==> config.mk <==
export PLATFORM = sky130hd
export DESIGN_NAME = code_length_table_encoder
export DESIGN_NICKNAME = d
export VERILOG_FILES = /design/src/sv/clte_pkg.sv /design/src/sv/clte_ucode.sv /design/src/sv/clte_datapath.sv /design/src/sv/code_length_table_encoder.sv
export SDC_FILE = /design/constraint.sdc
export NUM_CORES = 1
export LEC_CHECK = 0
export BUFFER_PORTS_ARGS = -buffer_cell sky130_fd_sc_hd__buf_2
export CAP_MARGIN = 40
export CORE_ASPECT_RATIO = 1.2
export CORE_MARGIN = 2
export CORE_UTILIZATION = 25
export CTS_CLUSTER_SIZE = 24
export DETAILED_ROUTE_END_ITERATION = 8
export HOLD_SLACK_MARGIN = 0.06
export PLACE_DENSITY = 0.35
export SLEW_MARGIN = 15
export SYNTH_ARGS = -nofsm -noshare
export SYNTH_HDL_FRONTEND = slang
export SYNTH_SLANG_ARGS = --single-unit
==> constraint.sdc <==
create_clock -name clk_i -period 9.6 [get_ports clk_i]
set_input_delay 2.4 -clock clk_i [delete_from_list [all_inputs] [get_ports clk_i]]
set_output_delay 2.4 -clock clk_i [all_outputs]
set_load 0.02 [all_outputs]
==> src/sv/clte_pkg.sv <==
// Shared constants, micro-op codes and control types of the code length table encoder.
package clte_pkg;

  localparam int NUM_SYMBOLS = 256;
  localparam int CNT_W       = $clog2(NUM_SYMBOLS + 1);
  localparam int LEN_W       = 5;
  localparam int NIB_W       = 4;
  localparam int PC_W        = 5;

  localparam logic [LEN_W-1:0] MAX_LEN   = LEN_W'(22);
  localparam logic [LEN_W:0]   DELTA_MOD = (LEN_W + 1)'(23);
  localparam logic [LEN_W-1:0] DELTA_LO  = LEN_W'(19);
  localparam logic [NIB_W-1:0] ESC_NIB   = NIB_W'(4);
  localparam logic [NIB_W-1:0] EQUAL_TAG = NIB_W'(8);
  localparam logic [NIB_W-1:0] ZERO_TAG  = NIB_W'(12);
  localparam logic [CNT_W-1:0] LAST_SYM  = CNT_W'(NUM_SYMBOLS - 1);

  typedef enum logic [3:0] {
    OP_WAIT  = 4'd0,
    OP_JZ    = 4'd1,
    OP_JEQ   = 4'd2,
    OP_LDZ   = 4'd3,
    OP_LDE   = 4'd4,
    OP_RUN   = 4'd5,
    OP_DELTA = 4'd6,
    OP_ESC2  = 4'd7,
    OP_INCE  = 4'd8,
    OP_INCZ  = 4'd9,
    OP_COUNT = 4'd10,
    OP_PAD   = 4'd11,
    OP_FLUSH = 4'd12,
    OP_END   = 4'd13
  } op_e;

  typedef struct packed {
    op_e             op;
    logic [PC_W-1:0] target;
  } ctrl_t;

  typedef struct packed {
    logic hold;
    logic branch;
  } stat_t;

endpackage

==> src/sv/clte_ucode.sv <==
// Read-only microcode table of the encoder sequencer.
module clte_ucode
  import clte_pkg::*;
(
  input  logic [PC_W-1:0] pc_i,
  output ctrl_t           ctrl_o
);

  always_comb begin
    case (pc_i)
      PC_W'(0):  ctrl_o = '{op: OP_WAIT,  target: PC_W'(0)};
      PC_W'(1):  ctrl_o = '{op: OP_JZ,    target: PC_W'(10)};
      PC_W'(2):  ctrl_o = '{op: OP_LDZ,   target: PC_W'(0)};
      PC_W'(3):  ctrl_o = '{op: OP_RUN,   target: PC_W'(0)};
      PC_W'(4):  ctrl_o = '{op: OP_JEQ,   target: PC_W'(9)};
      PC_W'(5):  ctrl_o = '{op: OP_LDE,   target: PC_W'(0)};
      PC_W'(6):  ctrl_o = '{op: OP_RUN,   target: PC_W'(0)};
      PC_W'(7):  ctrl_o = '{op: OP_DELTA, target: PC_W'(13)};
      PC_W'(8):  ctrl_o = '{op: OP_ESC2,  target: PC_W'(13)};
      PC_W'(9):  ctrl_o = '{op: OP_INCE,  target: PC_W'(13)};
      PC_W'(10): ctrl_o = '{op: OP_LDE,   target: PC_W'(0)};
      PC_W'(11): ctrl_o = '{op: OP_RUN,   target: PC_W'(0)};
      PC_W'(12): ctrl_o = '{op: OP_INCZ,  target: PC_W'(13)};
      PC_W'(13): ctrl_o = '{op: OP_COUNT, target: PC_W'(20)};
      PC_W'(14): ctrl_o = '{op: OP_LDE,   target: PC_W'(0)};
      PC_W'(15): ctrl_o = '{op: OP_RUN,   target: PC_W'(0)};
      PC_W'(16): ctrl_o = '{op: OP_LDZ,   target: PC_W'(0)};
      PC_W'(17): ctrl_o = '{op: OP_RUN,   target: PC_W'(0)};
      PC_W'(18): ctrl_o = '{op: OP_PAD,   target: PC_W'(0)};
      PC_W'(19): ctrl_o = '{op: OP_END,   target: PC_W'(0)};
      PC_W'(20): ctrl_o = '{op: OP_FLUSH, target: PC_W'(0)};
      default:   ctrl_o = '{op: OP_FLUSH, target: PC_W'(0)};
    endcase
  end

endmodule

==> src/sv/clte_datapath.sv <==
// Datapath of the encoder: run counters, delta coder, hold-back word and output register.
module clte_datapath
  import clte_pkg::*;
(
  input  logic             clk_i,
  input  logic             rst_ni,
  input  ctrl_t            ctrl_i,
  output stat_t            stat_o,
  input  logic             in_valid_i,
  output logic             in_stall_o,
  input  logic [LEN_W-1:0] code_length_i,
  output logic             out_valid_o,
  input  logic             out_stall_i,
  output logic [NIB_W-1:0] nibble_o,
  output logic             last_o
);

  logic [CNT_W-1:0] cnt_q, cnt_d;
  logic [LEN_W-1:0] prev_q, prev_d;
  logic [CNT_W-1:0] eqrun_q, eqrun_d;
  logic [CNT_W-1:0] zrun_q, zrun_d;
  logic             odd_q, odd_d;
  logic [LEN_W-1:0] len_q, len_d;
  logic [CNT_W-1:0] work_q, work_d;
  logic [NIB_W-1:0] tag_q, tag_d;
  logic [LEN_W-1:0] delta_q, delta_d;
  logic [NIB_W-1:0] pend_q, pend_d;
  logic             pend_vld_q, pend_vld_d;
  logic [NIB_W-1:0] out_nib_q, out_nib_d;
  logic             out_last_q, out_last_d;
  logic             out_vld_q, out_vld_d;

  logic             out_free;
  logic             emit_ok;
  logic             emit_req;
  logic [NIB_W-1:0] emit_nib;
  logic             flush_req;
  logic [LEN_W:0]   dsum;
  logic [LEN_W-1:0] delta;
  logic             short_code;
  logic [NIB_W-1:0] short_nib;
  logic [1:0]       digit;
  logic [CNT_W-1:0] work_next;
  logic [LEN_W-1:0] len_sat;

  assign out_free = !out_vld_q || !out_stall_i;
  assign emit_ok  = !pend_vld_q || out_free;
  assign len_sat  = (code_length_i > MAX_LEN) ? MAX_LEN : code_length_i;

  assign dsum  = {1'b0, len_q} + DELTA_MOD - {1'b0, prev_q};
  assign delta = (dsum >= DELTA_MOD) ? LEN_W'(dsum - DELTA_MOD) : dsum[LEN_W-1:0];
  assign short_code = (delta <= LEN_W'(3)) || (delta >= DELTA_LO);
  assign short_nib  = (delta <= LEN_W'(3)) ? NIB_W'(delta + LEN_W'(4))
                                           : NIB_W'(delta - DELTA_LO);

  always_comb begin
    if (work_q[1:0] == 2'd0) begin
      digit     = 2'd3;
      work_next = (work_q - CNT_W'(4)) >> 2;
    end else begin
      digit     = work_q[1:0] - 2'd1;
      work_next = work_q >> 2;
    end
  end

  always_comb begin
    stat_o    = '{hold: 1'b0, branch: 1'b0};
    emit_req  = 1'b0;
    emit_nib  = '0;
    flush_req = 1'b0;
    cnt_d     = cnt_q;
    prev_d    = prev_q;
    eqrun_d   = eqrun_q;
    zrun_d    = zrun_q;
    len_d     = len_q;
    work_d    = work_q;
    tag_d     = tag_q;
    delta_d   = delta_q;
    case (ctrl_i.op)
      OP_WAIT: begin
        stat_o.hold = !in_valid_i;
        len_d       = len_sat;
      end
      OP_JZ: begin
        stat_o.branch = (len_q == '0);
      end
      OP_JEQ: begin
        stat_o.branch = (len_q == prev_q);
      end
      OP_LDZ: begin
        work_d = zrun_q;
        tag_d  = ZERO_TAG;
        zrun_d = '0;
      end
      OP_LDE: begin
        work_d  = eqrun_q;
        tag_d   = EQUAL_TAG;
        eqrun_d = '0;
      end
      OP_RUN: begin
        stat_o.hold = (work_q != '0);
        emit_req    = (work_q != '0);
        emit_nib    = tag_q | {2'b00, digit};
        if (work_q != '0 && emit_ok) begin
          work_d = work_next;
        end
      end
      OP_DELTA: begin
        stat_o.hold   = !emit_ok;
        stat_o.branch = short_code;
        emit_req      = 1'b1;
        emit_nib      = short_code ? short_nib : ESC_NIB;
        if (emit_ok) begin
          prev_d  = len_q;
          delta_d = delta;
        end
      end
      OP_ESC2: begin
        stat_o.hold   = !emit_ok;
        stat_o.branch = 1'b1;
        emit_req      = 1'b1;
        emit_nib      = NIB_W'(delta_q - LEN_W'(4));
      end
      OP_INCE: begin
        stat_o.branch = 1'b1;
        eqrun_d       = eqrun_q + CNT_W'(1);
      end
      OP_INCZ: begin
        stat_o.branch = 1'b1;
        zrun_d        = zrun_q + CNT_W'(1);
      end
      OP_COUNT: begin
        stat_o.branch = (cnt_q != LAST_SYM);
        cnt_d         = cnt_q + CNT_W'(1);
      end
      OP_PAD: begin
        stat_o.hold = odd_q && !emit_ok;
        emit_req    = odd_q;
        emit_nib    = '0;
      end
      OP_FLUSH: begin
        stat_o.hold   = pend_vld_q && !out_free;
        stat_o.branch = 1'b1;
        flush_req     = 1'b1;
      end
      OP_END: begin
        stat_o.hold   = pend_vld_q && !out_free;
        stat_o.branch = 1'b1;
        flush_req     = 1'b1;
        if (!(pend_vld_q && !out_free)) begin
          cnt_d   = '0;
          prev_d  = '0;
          eqrun_d = '0;
          zrun_d  = '0;
        end
      end
      default: begin
        stat_o.hold = 1'b0;
      end
    endcase
  end

  always_comb begin
    pend_d     = pend_q;
    pend_vld_d = pend_vld_q;
    odd_d      = odd_q;
    out_nib_d  = out_nib_q;
    out_last_d = out_last_q;
    out_vld_d  = out_vld_q && out_stall_i;
    if (emit_req && emit_ok) begin
      if (pend_vld_q) begin
        out_nib_d  = pend_q;
        out_last_d = 1'b0;
        out_vld_d  = 1'b1;
      end
      pend_d     = emit_nib;
      pend_vld_d = 1'b1;
      odd_d      = !odd_q;
    end else if (flush_req && pend_vld_q && out_free) begin
      out_nib_d  = pend_q;
      out_last_d = (ctrl_i.op == OP_END);
      out_vld_d  = 1'b1;
      pend_vld_d = 1'b0;
    end
    if (ctrl_i.op == OP_END && !(pend_vld_q && !out_free)) begin
      odd_d = 1'b0;
    end
  end

  always_ff @(posedge clk_i or negedge rst_ni) begin
    if (!rst_ni) begin
      cnt_q      <= '0;
      prev_q     <= '0;
      eqrun_q    <= '0;
      zrun_q     <= '0;
      odd_q      <= 1'b0;
      pend_vld_q <= 1'b0;
      out_vld_q  <= 1'b0;
    end else begin
      cnt_q      <= cnt_d;
      prev_q     <= prev_d;
      eqrun_q    <= eqrun_d;
      zrun_q     <= zrun_d;
      odd_q      <= odd_d;
      pend_vld_q <= pend_vld_d;
      out_vld_q  <= out_vld_d;
    end
  end

  always_ff @(posedge clk_i) begin
    len_q      <= len_d;
    work_q     <= work_d;
    tag_q      <= tag_d;
    delta_q    <= delta_d;
    pend_q     <= pend_d;
    out_nib_q  <= out_nib_d;
    out_last_q <= out_last_d;
  end

  assign in_stall_o  = (ctrl_i.op != OP_WAIT);
  assign out_valid_o = out_vld_q;
  assign nibble_o    = out_nib_q;
  assign last_o      = out_last_q;

endmodule

==> src/sv/code_length_table_encoder.sv <==
// Top level of the code length table encoder: microcode sequencer and datapath.
//
//   Channel   Direction  Handshake                Payload
//   input     in         in_valid_i, in_stall_o   code_length_i[4:0]
//   output    out        out_valid_o, out_stall_i nibble_o[3:0], last_o
//
// Each length takes its own path through the microcode program (zero, repeated, new or escaped),
// and the run step repeats for each run word it emits. The last length of a table also flushes
// the final equal and zero runs and pads the stream to an even word count.
// Reset clears the step counter, all run counters and the output valid flag.
// An output stall holds the program at its current emitting or flush step once the hold-back word is full.
module code_length_table_encoder
  import clte_pkg::*;
(
  input  logic             clk_i,
  input  logic             rst_ni,
  input  logic             in_valid_i,
  output logic             in_stall_o,
  input  logic [LEN_W-1:0] code_length_i,
  output logic             out_valid_o,
  input  logic             out_stall_i,
  output logic [NIB_W-1:0] nibble_o,
  output logic             last_o
);

  logic [PC_W-1:0] pc_q, pc_d;
  ctrl_t           ctrl;
  stat_t           stat;

  clte_ucode u_ucode (
    .pc_i   (pc_q),
    .ctrl_o (ctrl)
  );

  clte_datapath u_dpath (
    .clk_i         (clk_i),
    .rst_ni        (rst_ni),
    .ctrl_i        (ctrl),
    .stat_o        (stat),
    .in_valid_i    (in_valid_i),
    .in_stall_o    (in_stall_o),
    .code_length_i (code_length_i),
    .out_valid_o   (out_valid_o),
    .out_stall_i   (out_stall_i),
    .nibble_o      (nibble_o),
    .last_o        (last_o)
  );

  always_comb begin
    if (stat.hold) begin
      pc_d = pc_q;
    end else if (stat.branch) begin
      pc_d = ctrl.target;
    end else begin
      pc_d = pc_q + PC_W'(1);
    end
  end

  always_ff @(posedge clk_i or negedge rst_ni) begin
    if (!rst_ni) begin
      pc_q <= '0;
    end else begin
      pc_q <= pc_d;
    end
  end

endmodule

# Word level (Yosys, flattened, before mapping)
# Memory sizes are Yosys's and may differ from the RTL's.
# Index checks and enable logic that the tools add are counted.
[classes]
n_bitwise = 1
muxes = 34
n_eq_ne = 19
addsub = 12
order_cmp = 4
reduce_logical = 42
[ops]
columns = ["op", "count"]
rows = [
  ["one-hot mux 9 bit (3 select lines)", 3],
  ["adder 9 x 1 -> 9 bit (second input constant)", 3],
  ["== test 4 bit (second input constant)", 6],
  ["two-way mux 4 bit", 5],
  ["two-way mux 5 bit", 4],
  ["two-way mux 9 bit", 2],
  ["one-hot mux 9 bit (2 select lines)", 1],
  ["== test 4 x 3 -> 1 bit (second input constant)", 4],
  ["one-hot mux 4 bit (3 select lines)", 1],
  ["AND reduction 2 bit", 6],
  ["two-way mux 1 bit", 11],
  ["one-hot mux 1 bit (5 select lines)", 2],
  ["one-hot mux 5 bit (2 select lines)", 1],
  ["nonzero test 2 bit", 5],
  ["!= test 9 x 8 -> 1 bit (second input constant)", 1],
  ["nonzero test 3 bit", 3],
  ["nonzero test 9 bit", 1],
  ["subtractor 9 x 3 -> 9 bit (second input constant)", 1],
  ["== test 4 x 2 -> 1 bit (second input constant)", 2],
  ["logical AND 1 bit", 8],
  ["logical NOT 1 bit", 8],
  ["one-hot mux 4 bit (2 select lines)", 1],
  ["two-way mux 7 bit", 1],
  ["adder 5 x 5 -> 6 bit (second input constant)", 1],
  ["other kinds (26)", 31],
]
[totals]
ff_bits = 71
mem_count = 1
input_bits = 9
mem_bits_ro = 288
wordCells = 128
output_inout_bits = 7
[mem_list]
columns = ["memory", "depth", "word_bits", "rd", "rd_ports_with_merged_regs", "write_ports", "line_no", "source"]
rows = [
  ["(name not given)", 32, 9, 1, 0, 0, "clte_ucode.sv:10", "case (pc_i)"],
]

# Depth between registers and ports, before layout
[logic_depth]
word_depth = 8
mapped_depth = 14
mapped_depth_nobuf = 14

# Modules after synthesis
# Synthesis repeated with hierarchy kept, for this count alone.
[unflattened]
hier_cells = 463
area_unflattened_um2 = 4337.9
[by_module_without_submodules]
columns = ["mod", "instances", "seq_area_each_um2", "cells_each", "area_each_um2"]
rows = [
  ["clte_datapath", 1, 1716.6, 387, 3736.1],
  ["clte_ucode", 1, 0.0, 46, 306.5],
  ["code_length_table_encoder", 1, 125.1, 30, 295.3],
]

# Worst setup path before layout
# OpenSTA, ideal clock, no wires.
[synth_path]
kind = "register -> output"
from = "register pc_q[0]"
to = "output in_stall_o"
arrival_time_ps = 1839
required_time_ps = 7200
stages_incl_launch_ff = 7
n_path_buf = 0
setup_slack_ps = 5361
cell_sequence = "dfrtp_1 > inv_1 > ha_1 > or2b_1 > a31oi_2 > o21ai_1 > nand3_1"
[synth_between]
elab_chain_len = 2
[synth_rtl]
columns = ["item", "line_no", "source"]
rows = [
  ["start: declaration", "code_length_table_encoder.sv:26", "logic [PC_W-1:0] pc_q, pc_d;"],
  ["start signal: assignment", "code_length_table_encoder.sv:63", "pc_q <= pc_d;"],
  ["memory read (32 x 9 bit)", "n/a", ""],
  ["nonzero test 4 bit", "clte_datapath.sv:220", "assign in_stall_o = (ctrl_i.op != OP_WAIT);"],
  ["end: declaration", "code_length_table_encoder.sv:18", "output logic in_stall_o,"],
]
# Every way passes these cells.

# Final worst setup path
# Same ends and word-level chain as after synthesis.

==> results_dict.tcl <==
set metrics [dict create \
    outcome "finished, final reports clean" \
    ff2ff_setup_slack_ns 5.52 \
    syn_area_per_cell_sq_um 9.53 \
    cts_num_sinks 68 \
    syn_inst 466 \
    critPathRequiredTime_ns 7.20 \
    syn_nets 501 \
    dr_total_vias 3400 \
    yosysSeqAreaShare 0.415 \
    r2r_cells 13 \
    hpwlAfterDp_um 7920 \
    hold_buffers 0 \
    wirelength_um 10500 \
    fmax_ghz 0.201 \
    rows 53 \
    slew_viol_final 0 \
    rsz0062_at_grt "no" \
    grtUsageTotal 0.119 \
    setup_viol 0 \
    syn_to_final_growth_pct 13.7 \
    cts_tree "done" \
    r2r-start "u_dpath.len_q[1]" \
    final_hold_viol_count 0 \
    drtPass1Iterations 4 \
    finalCritPeriodShare 0.519 \
    drv_cap 0 \
    ios 16 \
    hold_depth 0 \
    h-tree-depth 3 \
    synth_area_sq_um 4440 \
    synth_ff_type "dfrtp_1" \
    final_antenna_net_count 0 \
    vias_per_cell 4.80 \
    antenna_found_initial 0 \
    drive_above_1_share 0.137 \
    tightest_slew_ns 0.711 \
    portBuffers 15 \
    clk_latency_ns 0.34 \
    die-height_um 150 \
    clockBufferDepth 2 \
    finalCriticalPeriod_ns 4.98 \
    drc_errors 0 \
    synth-edff-count 28 \
    cp_max_fo 10 \
    reg2reg_to "pc_q[3]" \
    core_sq_um 17400 \
    grt_pass1_wl_um 17700 \
    path_clk_slew_ns 0.06 \
    worstPathArrival_ns 2.58 \
    synth-warning-count 0 \
    drtIter0Drc 170 \
    avgRoutedWirePerCell_um 14.9 \
    grt_max_degree 41 \
    slew_headroom 0.524 \
    skew_ns 0.00910 \
    synthArstFlopShare 0.588 \
    grt-ovfl-total 0 \
    ys_types 77 \
    place_congestion 0.794 \
    cts_buffers 9 \
    dieArea_sq_um 18900 \
    synth-seq-cells 68 \
    cts_root_buf "clkbuf_16" \
    startpoint_type "flop" \
    layout.nets 518 \
    critPathKind "reg2out" \
    grt_pass1_vias 3429 \
    min_path_type "reg2reg" \
    cts_setup_buffers 0 \
    ctsResizeCount 0 \
    hold_start "u_dpath.pend_q[3]" \
    diodes 0 \
    initial_core_util 0.255 \
    endpoint_kind "output pin" \
    die_w_um 126 \
    min_to "u_dpath.nibble_o[3]" \
    finalSetupTns_ns 0 \
]
registers in the layout, summed over array words and instances, names as in the netlist, 5 cells and up:
| signal | flops |
|---|---|
| u_dpath.cnt_q | 9 |
| u_dpath.eqrun_q | 9 |
| u_dpath.work_q | 9 |
| u_dpath.zrun_q | 9 |
| pc_q | 5 |
| u_dpath.len_q | 5 |
| u_dpath.prev_q | 5 |
worst max-delay path: stages, from the launching register on:
cell and delay, ns:
dfrtp_1 0.54, inv_1 0.17, ha_1 0.37, or2b_1 0.26
a31oi_2 0.28, o21ai_1 0.23, nand3_1 0.21, buf_2 0.19
final cells by class:
class	instances	area [sq um]
Inverter	25	93.8
Tap cell	220	275
Sequential cell	68	1840
Clock inverter	6	87.6
Clock buffer	10	229
Multi-Input combinational cell	360	2420
Fill cell	1870	12400
Timing Repair Buffer	19	105
metrics by stage:
step / util / area [sq um] / hold WS [ns] / setup WS (ns) / cells
after detailed placement: 0.271 / 4730 / 0.405 / 4.94 / 692
after CTS: 0.290 / 5050 / 0.417 / 4.57 / 708
after global placement: 0.271 / 4720 / 0.406 / 5.07 / 690
final: 0.290 / 5050 / 0.417 / 4.62 / 708
after global routing: 0.290 / 5050 / 0.431 / 4.43 / 708
after floorplan: - / 4440 / 0.400 / 5.36 / 466
cell families after synthesis:
| kind of cell | synth area share |
|---|---|
| simple gates | 0.205 |
| compound gates | 0.174 |
| buf+inv | 0.0411 |
| xor+xnor | 0.0589 |
| fa+ha+maj | 0.0749 |
| mux | 0.0315 |
| flops | 0.415 |
cell usage in the layout, fill, tap and decap left out, types with 15 or more instances in the layout:
| cell type | n |
|---|---|
| ha_1 | 25 |
| buf_2 | 15 |
| inv_1 | 24 |
| nor2_1 | 54 |
| nand2_1 | 56 |
| nand3_1 | 15 |
| edfxtp_1 | 28 |
| xor2_1 | 17 |
| dfrtp_1 | 40 |
| a21oi_1 | 16 |
| o21ai_0 | 32 |
per-layer routing:
metal | part of all wire | wire (um) | vias up | GRT usage
li1 | - | - | 1705 | -
met1 | 0.48 | 5090 | 1650 | 0.154
met4 | 0.011 | 118 | 0 | 0.0406
met2 | 0.48 | 5080 | 37 | 0.196
met3 | 0.024 | 258 | 8 | 0.0268
met5 | 0 | 0 | - | 0
synthesized netlist by cell type (2+ instances only):
| cell type | number | area [sq um] |
|---|---|---|
| a21boi_0 | 2 | 15.0 |
| a21o_1 | 5 | 37.5 |
| a21oi_1 | 16 | 80.1 |
| a21oi_2 | 2 | 17.5 |
| a22o_1 | 2 | 17.5 |
| a31oi_2 | 2 | 25.0 |
| and2_1 | 2 | 12.5 |
| and2_2 | 2 | 15.0 |
| and3_1 | 6 | 37.5 |
| buf_4 | 3 | 22.5 |
| clkbuf_1 | 6 | 22.5 |
| clkbuf_8 | 2 | 27.5 |
| dfrtp_1 | 40 | 1000 |
| edfxtp_1 | 28 | 841 |
| ha_1 | 25 | 313 |
| inv_1 | 24 | 90.1 |
| mux2_2 | 4 | 45.0 |
| mux2i_1 | 8 | 80.1 |
| nand2_1 | 56 | 210 |
| nand2b_1 | 3 | 18.8 |
| nand3_1 | 15 | 75.1 |
| nand4_1 | 12 | 75.1 |
| nor2_1 | 54 | 203 |
| nor2b_1 | 2 | 12.5 |
| nor3_1 | 13 | 65.1 |
| nor4_1 | 2 | 12.5 |
| o211ai_1 | 2 | 15.0 |
| o21a_1 | 5 | 37.5 |
| o21ai_0 | 32 | 160 |
| o21ba_2 | 2 | 20.0 |
| o221ai_1 | 2 | 17.5 |
| o22ai_1 | 6 | 37.5 |
| o311ai_0 | 2 | 17.5 |
| o31ai_1 | 4 | 30.0 |
| or2_1 | 3 | 18.8 |
| or2b_2 | 2 | 17.5 |
| or3_1 | 4 | 25.0 |
| xnor2_1 | 11 | 96.3 |
| xor2_1 | 17 | 149 |
how the worst max path moves through the flow:
stage                 start          to  slack, ns
global route        pc_q[0]  in_stall_o       4.43
finish              pc_q[0]  in_stall_o       4.62
global placement    pc_q[0]  in_stall_o       5.07
floorplan           pc_q[0]  in_stall_o       5.36
CTS                 pc_q[0]  in_stall_o       4.57
detailed placement  pc_q[0]  in_stall_o       4.94
Power is not shown: default switching activity piles up to over one toggle a cycle in this logic, so the estimate is an artifact.
